<file path="src/rtl/rwcp_pkg.sv">
`default_nettype none

package rwcp_pkg;

   // Chunk tags as they gather little-endian in a 32-bit word
   localparam logic [31:0] TAG_RIFF = 32'h4646_4952;
   localparam logic [31:0] TAG_WAVE = 32'h4556_4157;
   localparam logic [31:0] TAG_FMT  = 32'h2074_6d66;
   localparam logic [31:0] TAG_DATA = 32'h6174_6164;

   // File header byte positions
   localparam logic [31:0] POS_RIFF_TAG = 32'd3;
   localparam logic [31:0] POS_RIFF_LEN = 32'd7;
   localparam logic [31:0] POS_WAVE_TAG = 32'd11;

   // Chunk header layout
   localparam logic [32:0] CHDR_BYTES   = 33'd8;
   localparam logic [32:0] CHDR_TAG_END = 33'd4;
   localparam logic [32:0] RIFF_HDR_LEN = 33'd8;

   // Reset value of the fmt length register
   localparam logic [15:0] MIN_FMT_RESET = 16'd14;

   // Result status codes
   localparam logic [2:0] ST_OK        = 3'd0;
   localparam logic [2:0] ST_NOT_RIFF  = 3'd1;
   localparam logic [2:0] ST_NOT_WAVE  = 3'd2;
   localparam logic [2:0] ST_FMT_SHORT = 3'd3;
   localparam logic [2:0] ST_MISSING   = 3'd4;

   typedef enum logic [1:0] {
      PH_FILE,
      PH_CHDR,
      PH_SKIP
   } phase_type;

   typedef struct packed {
      logic [2:0]  status;
      logic [31:0] fmt_offset;
      logic [31:0] data_offset;
      logic [31:0] data_size;
   } rsp_type;

endpackage

`default_nettype wire

</file>
<file path="src/rtl/riff_wave_chunk_parser.sv">
// Channel   Ports                                         Direction
// req       req_valid, req_stall, req_data_byte, req_last  in (stall out)
// rsp       rsp_valid, rsp_stall, rsp_status, rsp_fmt_offset,
//           rsp_data_offset, rsp_data_size                 out (stall in)
// csr       csr_wr_en, csr_wr_data                         in
//
// One byte is taken per cycle while req_stall is low; each byte updates the
// parser state in the cycle it is accepted, and its result (if any) appears
// on rsp in the next cycle unless an earlier result still waits there.
// The output register plus one skid entry set the rate: req_stall rises only
// when both hold a result, then falls once the output drains.
// Reset is synchronous; it clears the parser, the result queue and sets
// min_fmt_length to 14.
`default_nettype none

module riff_wave_chunk_parser (
   input  wire logic        clock,
   input  wire logic        reset,
   input  wire logic        req_valid,
   output logic             req_stall,
   input  wire logic [7:0]  req_data_byte,
   input  wire logic        req_last,
   output logic             rsp_valid,
   input  wire logic        rsp_stall,
   output logic [2:0]       rsp_status,
   output logic [31:0]      rsp_fmt_offset,
   output logic [31:0]      rsp_data_offset,
   output logic [31:0]      rsp_data_size,
   input  wire logic        csr_wr_en,
   input  wire logic [15:0] csr_wr_data
);

   // Configuration
   logic [15:0] min_fmt_ff;

   // Parser state
   rwcp_pkg::phase_type phase_ff, phase_in;
   logic [31:0] pos_ff, pos_in;
   logic [31:0] gather_ff, gather_in;
   logic [32:0] riff_end_ff, riff_end_in;
   logic [31:0] tag_ff, tag_in;
   logic [32:0] skip_ff, skip_in;
   logic        fmt_found_ff, fmt_found_in;
   logic [31:0] fmt_start_ff, fmt_start_in;
   logic        data_seen_ff, data_seen_in;
   logic [31:0] data_start_ff, data_start_in;
   logic [31:0] data_len_ff, data_len_in;
   logic        reported_ff, reported_in;

   // Result queue
   logic                  out_valid_ff, out_valid_in;
   rwcp_pkg::rsp_type     out_ff, out_in;
   logic                  skid_valid_ff, skid_valid_in;
   rwcp_pkg::rsp_type     skid_ff, skid_in;

   // Decode
   logic        accept;
   logic        work;
   logic [32:0] next_pos;
   logic [31:0] gather_new;
   logic [32:0] skip_dec;
   logic        at_hdr_end;
   logic        at_skip_end;
   logic        is_fmt;
   logic        is_data;
   logic        fmt_short;
   logic        hdr_emit_ok;
   logic        len_zero;
   logic [32:0] padded;
   logic        wave_ok;
   logic        go_boundary;
   logic        bnd_end;
   logic        emit;
   logic [2:0]  emit_code;
   logic        fmt_upd;
   logic        data_upd;
   logic [31:0] fmt_start_upd;
   logic [31:0] data_start_upd;
   logic [31:0] data_len_upd;
   logic        res_valid;
   rwcp_pkg::rsp_type res;
   logic        out_take;

   assign accept   = req_valid && !req_stall;
   assign work     = accept && !reported_ff;
   assign req_stall = skid_valid_ff;

   // Byte step
   assign next_pos    = {1'b0, pos_ff} + 33'd1;
   assign gather_new  = {req_data_byte, gather_ff[31:8]};
   assign skip_dec    = skip_ff - 33'd1;
   assign at_hdr_end  = (phase_ff == rwcp_pkg::PH_CHDR) && (skip_dec == 33'd0);
   assign at_skip_end = (phase_ff == rwcp_pkg::PH_SKIP) && (skip_dec == 33'd0);

   // Chunk header classification; length arrives in gather_new
   assign is_fmt      = (tag_ff == rwcp_pkg::TAG_FMT) && !fmt_found_ff;
   assign is_data     = (tag_ff == rwcp_pkg::TAG_DATA) && (!data_seen_ff || data_len_ff == 32'd0);
   assign fmt_short   = is_fmt && (gather_new < {16'd0, min_fmt_ff});
   assign hdr_emit_ok = (is_fmt && !fmt_short && data_seen_ff && data_len_ff != 32'd0)
                        || (is_data && fmt_found_ff);
   assign len_zero    = (gather_new == 32'd0);
   assign padded      = ({1'b0, gather_new} + 33'd1) & ~33'd1;
   assign wave_ok     = (gather_new == rwcp_pkg::TAG_WAVE);

   // Chunk boundary reached: end of walk or start of the next header
   assign go_boundary = ((phase_ff == rwcp_pkg::PH_FILE) && (pos_ff == rwcp_pkg::POS_WAVE_TAG)
                         && wave_ok)
                        || (at_hdr_end && !fmt_short && !hdr_emit_ok && len_zero)
                        || at_skip_end;
   assign bnd_end     = (next_pos >= riff_end_ff);

   // Result from the byte itself
   always_comb begin
      emit      = 1'b0;
      emit_code = rwcp_pkg::ST_MISSING;
      if (phase_ff == rwcp_pkg::PH_FILE && pos_ff == rwcp_pkg::POS_RIFF_TAG
          && gather_new != rwcp_pkg::TAG_RIFF) begin
         emit      = 1'b1;
         emit_code = rwcp_pkg::ST_NOT_RIFF;
      end else if (phase_ff == rwcp_pkg::PH_FILE && pos_ff == rwcp_pkg::POS_WAVE_TAG
                   && !wave_ok) begin
         emit      = 1'b1;
         emit_code = rwcp_pkg::ST_NOT_WAVE;
      end else if (go_boundary && bnd_end) begin
         emit      = 1'b1;
         emit_code = rwcp_pkg::ST_MISSING;
      end else if (at_hdr_end && fmt_short) begin
         emit      = 1'b1;
         emit_code = rwcp_pkg::ST_FMT_SHORT;
      end else if (at_hdr_end && hdr_emit_ok) begin
         emit      = 1'b1;
         emit_code = rwcp_pkg::ST_OK;
      end
   end

   // Recorded chunks after this byte
   assign fmt_upd        = at_hdr_end && is_fmt && !fmt_short;
   assign data_upd       = at_hdr_end && is_data;
   assign fmt_start_upd  = fmt_upd ? next_pos[31:0] : fmt_start_ff;
   assign data_start_upd = data_upd ? next_pos[31:0] : data_start_ff;
   assign data_len_upd   = data_upd ? gather_new : data_len_ff;

   // Build the result; a last mark without one reports the truncation
   always_comb begin
      res_valid       = work && (emit || req_last);
      res.fmt_offset  = fmt_start_upd;
      res.data_offset = data_start_upd;
      res.data_size   = data_len_upd;
      if (emit) begin
         res.status = emit_code;
      end else if (phase_ff == rwcp_pkg::PH_FILE && pos_ff < rwcp_pkg::POS_RIFF_TAG) begin
         res.status = rwcp_pkg::ST_NOT_RIFF;
      end else if (phase_ff == rwcp_pkg::PH_FILE && pos_ff < rwcp_pkg::POS_WAVE_TAG) begin
         res.status = rwcp_pkg::ST_NOT_WAVE;
      end else begin
         res.status = rwcp_pkg::ST_MISSING;
      end
   end

   // Next phase
   always_comb begin
      phase_in = phase_ff;
      if (accept && req_last) begin
         phase_in = rwcp_pkg::PH_FILE;
      end else if (work) begin
         if (go_boundary && !bnd_end) begin
            phase_in = rwcp_pkg::PH_CHDR;
         end else if (at_hdr_end && !emit && !len_zero) begin
            phase_in = rwcp_pkg::PH_SKIP;
         end
      end
   end

   // Datapath state
   always_comb begin
      pos_in        = pos_ff;
      gather_in     = gather_ff;
      riff_end_in   = riff_end_ff;
      tag_in        = tag_ff;
      skip_in       = skip_ff;
      fmt_found_in  = fmt_found_ff;
      fmt_start_in  = fmt_start_ff;
      data_seen_in  = data_seen_ff;
      data_start_in = data_start_ff;
      data_len_in   = data_len_ff;
      reported_in   = reported_ff;
      if (work) begin
         pos_in    = next_pos[31:0];
         gather_in = gather_new;
         case (phase_ff)
            rwcp_pkg::PH_FILE: begin
               if (pos_ff == rwcp_pkg::POS_RIFF_TAG) begin
                  tag_in = gather_new;
               end else if (pos_ff == rwcp_pkg::POS_RIFF_LEN) begin
                  riff_end_in = rwcp_pkg::RIFF_HDR_LEN + {1'b0, gather_new};
               end
            end
            rwcp_pkg::PH_CHDR: begin
               skip_in = skip_dec;
               if (skip_dec == rwcp_pkg::CHDR_TAG_END) begin
                  tag_in = gather_new;
               end else if (skip_dec == 33'd0) begin
                  skip_in = padded;
               end
            end
            rwcp_pkg::PH_SKIP: begin
               skip_in = skip_dec;
            end
            default: begin
               skip_in = skip_ff;
            end
         endcase
         if (go_boundary && !bnd_end) begin
            skip_in = rwcp_pkg::CHDR_BYTES;
         end
         fmt_found_in  = fmt_found_ff || fmt_upd;
         fmt_start_in  = fmt_start_upd;
         data_seen_in  = data_seen_ff || data_upd;
         data_start_in = data_start_upd;
         data_len_in   = data_len_upd;
         reported_in   = emit;
      end
      // Rearm on the last mark
      if (accept && req_last) begin
         pos_in        = 32'd0;
         gather_in     = 32'd0;
         riff_end_in   = 33'd0;
         tag_in        = 32'd0;
         skip_in       = 33'd0;
         fmt_found_in  = 1'b0;
         fmt_start_in  = 32'd0;
         data_seen_in  = 1'b0;
         data_start_in = 32'd0;
         data_len_in   = 32'd0;
         reported_in   = 1'b0;
      end
   end

   // Output register and skid entry
   assign out_take = out_valid_ff && !rsp_stall;

   always_comb begin
      out_valid_in  = out_valid_ff;
      out_in        = out_ff;
      skid_valid_in = skid_valid_ff;
      skid_in       = skid_ff;
      if (!out_valid_ff || out_take) begin
         if (skid_valid_ff) begin
            out_valid_in  = 1'b1;
            out_in        = skid_ff;
            skid_valid_in = 1'b0;
         end else begin
            out_valid_in = res_valid;
            out_in       = res;
         end
      end else if (res_valid) begin
         skid_valid_in = 1'b1;
         skid_in       = res;
      end
   end

   // Control registers
   always_ff @(posedge clock) begin
      if (reset) begin
         min_fmt_ff    <= rwcp_pkg::MIN_FMT_RESET;
         phase_ff      <= rwcp_pkg::PH_FILE;
         pos_ff        <= 32'd0;
         gather_ff     <= 32'd0;
         riff_end_ff   <= 33'd0;
         tag_ff        <= 32'd0;
         skip_ff       <= 33'd0;
         fmt_found_ff  <= 1'b0;
         fmt_start_ff  <= 32'd0;
         data_seen_ff  <= 1'b0;
         data_start_ff <= 32'd0;
         data_len_ff   <= 32'd0;
         reported_ff   <= 1'b0;
         out_valid_ff  <= 1'b0;
         skid_valid_ff <= 1'b0;
      end else begin
         if (csr_wr_en) begin
            min_fmt_ff <= csr_wr_data;
         end
         phase_ff      <= phase_in;
         pos_ff        <= pos_in;
         gather_ff     <= gather_in;
         riff_end_ff   <= riff_end_in;
         tag_ff        <= tag_in;
         skip_ff       <= skip_in;
         fmt_found_ff  <= fmt_found_in;
         fmt_start_ff  <= fmt_start_in;
         data_seen_ff  <= data_seen_in;
         data_start_ff <= data_start_in;
         data_len_ff   <= data_len_in;
         reported_ff   <= reported_in;
         out_valid_ff  <= out_valid_in;
         skid_valid_ff <= skid_valid_in;
      end
   end

   // Result payload
   always_ff @(posedge clock) begin
      out_ff  <= out_in;
      skid_ff <= skid_in;
   end

   assign rsp_valid       = out_valid_ff;
   assign rsp_status      = out_ff.status;
   assign rsp_fmt_offset  = out_ff.fmt_offset;
   assign rsp_data_offset = out_ff.data_offset;
   assign rsp_data_size   = out_ff.data_size;

`ifndef SYNTH
   // Skid entry only fills behind a held output
   assert property (@(posedge clock) disable iff (reset) skid_valid_ff |-> out_valid_ff)
      else $error("skid holds an item while output is empty");

   // Last mark always rearms the parser
   assert property (@(posedge clock) disable iff (reset)
                    (accept && req_last) |=> (!reported_ff && phase_ff == rwcp_pkg::PH_FILE))
      else $error("parser not rearmed after last mark");

   // Body skip never sits at zero while the walk goes on
   assert property (@(posedge clock) disable iff (reset)
                    (phase_ff == rwcp_pkg::PH_SKIP && !reported_ff) |-> (skip_ff != 33'd0))
      else $error("skip phase with zero count");

   // Header count stays within one chunk header while the walk goes on
   assert property (@(posedge clock) disable iff (reset)
                    (phase_ff == rwcp_pkg::PH_CHDR && !reported_ff)
                    |-> (skip_ff != 33'd0 && skip_ff <= rwcp_pkg::CHDR_BYTES))
      else $error("header count out of range");
`endif

endmodule

`default_nettype wire
</file>
<file path="config.mk">
export PLATFORM = sky130hd
export DESIGN_NAME = riff_wave_chunk_parser
export DESIGN_NICKNAME = d
export VERILOG_FILES = /design/src/rtl/rwcp_pkg.sv /design/src/rtl/riff_wave_chunk_parser.sv
export SDC_FILE = /design/constraint.sdc
export NUM_CORES = 1
export LEC_CHECK = 0
export ABC_AREA = 1
export CORE_MARGIN = 4
export CORE_UTILIZATION = 50
export DETAILED_ROUTE_END_ITERATION = 8
export DONT_BUFFER_PORTS = 1
export GPL_TIMING_DRIVEN = 0
export SLEW_MARGIN = 20
export SYNTH_ARGS = -nofsm -noshare
export SYNTH_HDL_FRONTEND = slang
export SYNTH_SLANG_ARGS = --single-unit
export TNS_END_PERCENT = 100
</file>
<file path="constraint.sdc">
create_clock -name clock -period 11.7 [get_ports clock]
set_input_delay 0.585 -clock clock [delete_from_list [all_inputs] [get_ports clock]]
set_output_delay 0.585 -clock clock [all_outputs]
set_load 0.02 [all_outputs]
</file>
==> flow_metrics.py <==
metrics = {
    "sta": {
        "setup_violations": 0,
        "period_share_pct": 57.1,
        "max_freq_mhz": 150,
        "setup_tns_ps": 0,
        "slew_violations": 0,
        "relSlewSlack_pct": 25.4,
        "tightest_slew_ps": 1120,
        "final-hold-violation-count": 0,
        "fin_skew_ps": 32.7,
        "fin_crit_ps": 6680,
        "rsz0062_at_grt": "no",
    },
    "synth": {
        "syn_inst": 2969,
        "synth_fp_nets": 3057,
        "synth-xor-area-share_pct": 2.99,
        "synthMuxAreaShare_pct": 0,
        "synth_edf_count": 198,
        "ys_warn_count": 0,
        "synthSimpleGateAreaFrac_pct": 22.3,
        "synth_top_cell_area_share_pct": 25.1,
        "netlist_area_mm2": 0.0237,
        "synth_cell_type_count": 53,
        "yosys-top-cells-area": "edfxtp_1 (25%), dfxtp_1 (23%), nand2_1 (11%), a21oi_1 (5.1%), inv_1 (5.0%)",
        "synth_top_cell_by_area": "edfxtp_1",
        "synthArstFlopShare_pct": 0,
        "ys_seq_area_share_pct": 48.1,
        "syn_avg_cell_area_um2": 7.98,
        "ys_seq_elements": 471,
        "synth_fa_ha_area_share_pct": 3.06,
        "synth_compound_area_share_pct": 15.5,
        "synth_flop_cell": "dfxtp_1",
        "synth_top_family_by_area": "simple AND/OR/NAND/NOR gates",
    },
    "clock_tree": {
        "clock_latency_ps": 620,
        "clk_pin_slew_worst_paths_ps": 60,
        "cts_tree": "yes",
        "clock_sinks": 471,
        "clockBufferDepth": 3,
        "holdBufCountCts": 0,
        "cts_root_buffer": "clkbuf_16",
        "cts_max_level": 2,
        "cts_resized": 0,
        "cts_setup_buffers": 0,
        "cts_buffers": 50,
    },
    "placed_design": {
        "dp_hpwl_mm": 62.5,
        "finalWeightedCongestion": 1.03,
        "numPortBuffers": 0,
    },
    "global_route": {
        "grt.total_usage_pct": 31.0,
        "grt_max_degree": 60,
        "overflow": 0,
        "grt_pass1_vias": 19700,
        "grt_pass1_wl_mm": 120,
        "antenna_found_initial": 0,
    },
    "cells_and_area": {
        "final_cell_mix": "nand2_1 (706), inv_1 (317), dfxtp_1 (273)",
        "nNetsFinal": 3114,
        "final_common_cell": "nand2_1",
        "fillers": 4341,
        "final_util_pct": 56.1,
        "drive_gt1_share_pct": 7.27,
        "syn_to_final_growth_pct": 10.8,
        "diodes": 0,
    },
    "route": {
        "via_count": 21300,
        "wirelength_mm": 81.3,
        "postRouteAntennaNets": 0,
        "vias_per_cell": 5.80,
        "drtPass1Iterations": 6,
        "initialDrtViolationCount": 2254,
        "remaining_drc_errors": 0,
        "wire_per_inst_um": 22.1,
    },
    "critical_path": {
        "worstPathArrival_ps": 6970,
        "worst_setup_path_start_kind": "flip-flop",
        "crit_path_end_kind": "flip-flop",
        "ff2ff_path_depth": 25,
        "path_max_fanout": 26,
        "required_ps": 11990,
        "path_class": "flip-flop to flip-flop",
    },
    "power_and_ir_drop": {
        "seqPwrFrac_pct": 49.3,
        "power_density_mw_per_mm2": 138,
        "p_int_mw": 2.70,
        "p_clk_share_pct": 44.3,
        "p_leak_nw": 10.7,
        "p_sw_uw": 918,
        "peakVddDrop_uv": 136,
        "p_sw_share_pct": 25.4,
        "pwr-share-comb_pct": 6.4,
    },
    "min_path": {
        "min_path_type": "primary input to flip-flop",
        "hold_path_depth": 1,
    },
    "die": {
        "start_util_pct": 50.7,
        "core_mm2": 0.0468,
        "rows": 79,
        "die_w_um": 226,
        "die_area_mm2": 0.0509,
        "num_io_pins": 131,
        "die_h_um": 226,
    },
    "flow_run": {
        "max_cap_violations": 0,
    },
    "run_status": {
        "status": "finished clean",
    },
}
==> power by group through the flow <==
stage                     clock, mW  combinational [mW]  sequential (mW)
after global routing           1.69               0.251             1.79
final                          1.60               0.233             1.78
after detailed placement          0               0.226             1.82
after global placement            0               0.220             1.82
after floorplan                   0               0.142             1.81
after CTS                      1.62               0.227             1.78
==> metal layers <==
metal / routed length, µm / part of all wire (%) / global-route usage [%]
met4: 3760 / 4.6 / 13.0
met2: 36500 / 45 / 48.9
met1: 34200 / 42 / 42.0
met5: 0 / 0 / 0
met3: 6880 / 8.5 / 5.81
==> final timing paths <==
check	startpoint	to	slack (ps)
setup reg to reg	pos_ff[0]	skid_ff[85]	5020
hold / removal	reset	rsp_valid	80
hold reg to reg	tag_ff[2]	tag_ff[2]	440
setup / recovery	pos_ff[0]	skid_ff[85]	5020
==> critical path, cell delays in order (launching register included) <==
cell      delay [ps]
dfxtp_1          510
ha_1             310
nand2_1          100
nor2_1           230
nand3_1          250
nor4_2           270
nand2_1          200
nor4_4           270
nand2_2          150
nor3_2           280
nand2_1          140
xor2_1           330
inv_1            200
ha_1             360
nand2_1           80
nor2_1           100
nand2_1           80
nor4_1           310
nand3b_1         130
nand4_1          280
nand2_1          260
nand2_1          230
o21ai_0          200
nor2_4           590
buf_16           250
buf_12           200
==> synth_stat cells, types with 4 or more instances <==
cell / count
a211oi_1: 24
a21oi_1: 242
a221oi_1: 14
a31oi_1: 8
buf_1: 11
buf_2: 18
buf_4: 9
buf_6: 9
clkbuf_1: 89
clkinv_1: 9
dfxtp_1: 273
edfxtp_1: 198
ha_1: 58
inv_1: 317
inv_2: 7
nand2_1: 707
nand2_2: 8
nand3_1: 92
nand4_1: 61
nor2_1: 257
nor2_2: 19
nor2_4: 4
nor3_1: 47
nor4_1: 26
o211ai_1: 12
o21a_1: 7
o21ai_0: 224
o21ai_1: 54
o21ai_2: 45
o22ai_1: 4
xnor2_1: 4
xor2_1: 75
==> layout make-up <==
type | instances | area [µm²] | share of cell area, %
flip-flops and latches | 471 | 11400 | 43.5
well taps | 607 | 759 | 2.89
plain buffers | 136 | 634 | 2.42
clock inverters | 33 | 345 | 1.32
clock buffers | 60 | 1300 | 4.95
inverters | 335 | 1260 | 4.81
multi-input cells | 2027 | 10400 | 39.6
repair buffers | 5 | 130 | 0.496
==> state kept, by name, indices dropped and copies added (netlist names), 2 cells and up <==
name	count
rsp_data_size	32
riff_end_ff	33
pos_ff	32
skid_ff	99
tag_ff	32
rsp_fmt_offset	32
rsp_status	3
rsp_data_offset	32
data_len_ff	32
phase_ff	2
fmt_start_ff	32
min_fmt_ff	16
gather_ff	24
skip_ff	33
data_start_ff	32
==> kinds of logic (layout without fill, tap and decap cells) <==
logic type | Yosys count | after routing
AND/OR/NAND/NOR | 1240 | 1240
AO/OA/AOI/OAI | 649 | 649
flip-flops | 471 | 471
buffers and inverters | 471 | 569
XOR/XNOR | 80 | 80
adder cells (fa/ha/maj) | 58 | 58
==> metrics by stage <==
step	hold slack (ps)	instances	instance area, µm²	power (mW)	setup WS (ps)
4_1_cts	64.7	3674	26300	3.63	5180
3_3_place_gp	431	3576	24500	2.04	-39.0
6_report	75.4	3674	26300	3.62	5020
3_5_place_dp	443	3581	24600	2.04	5260
2_1_floorplan	422	2969	23700	1.95	3470
5_1_grt	73.6	3674	26300	3.72	4680
No activity file was read; power rests on OpenSTA's default activity.
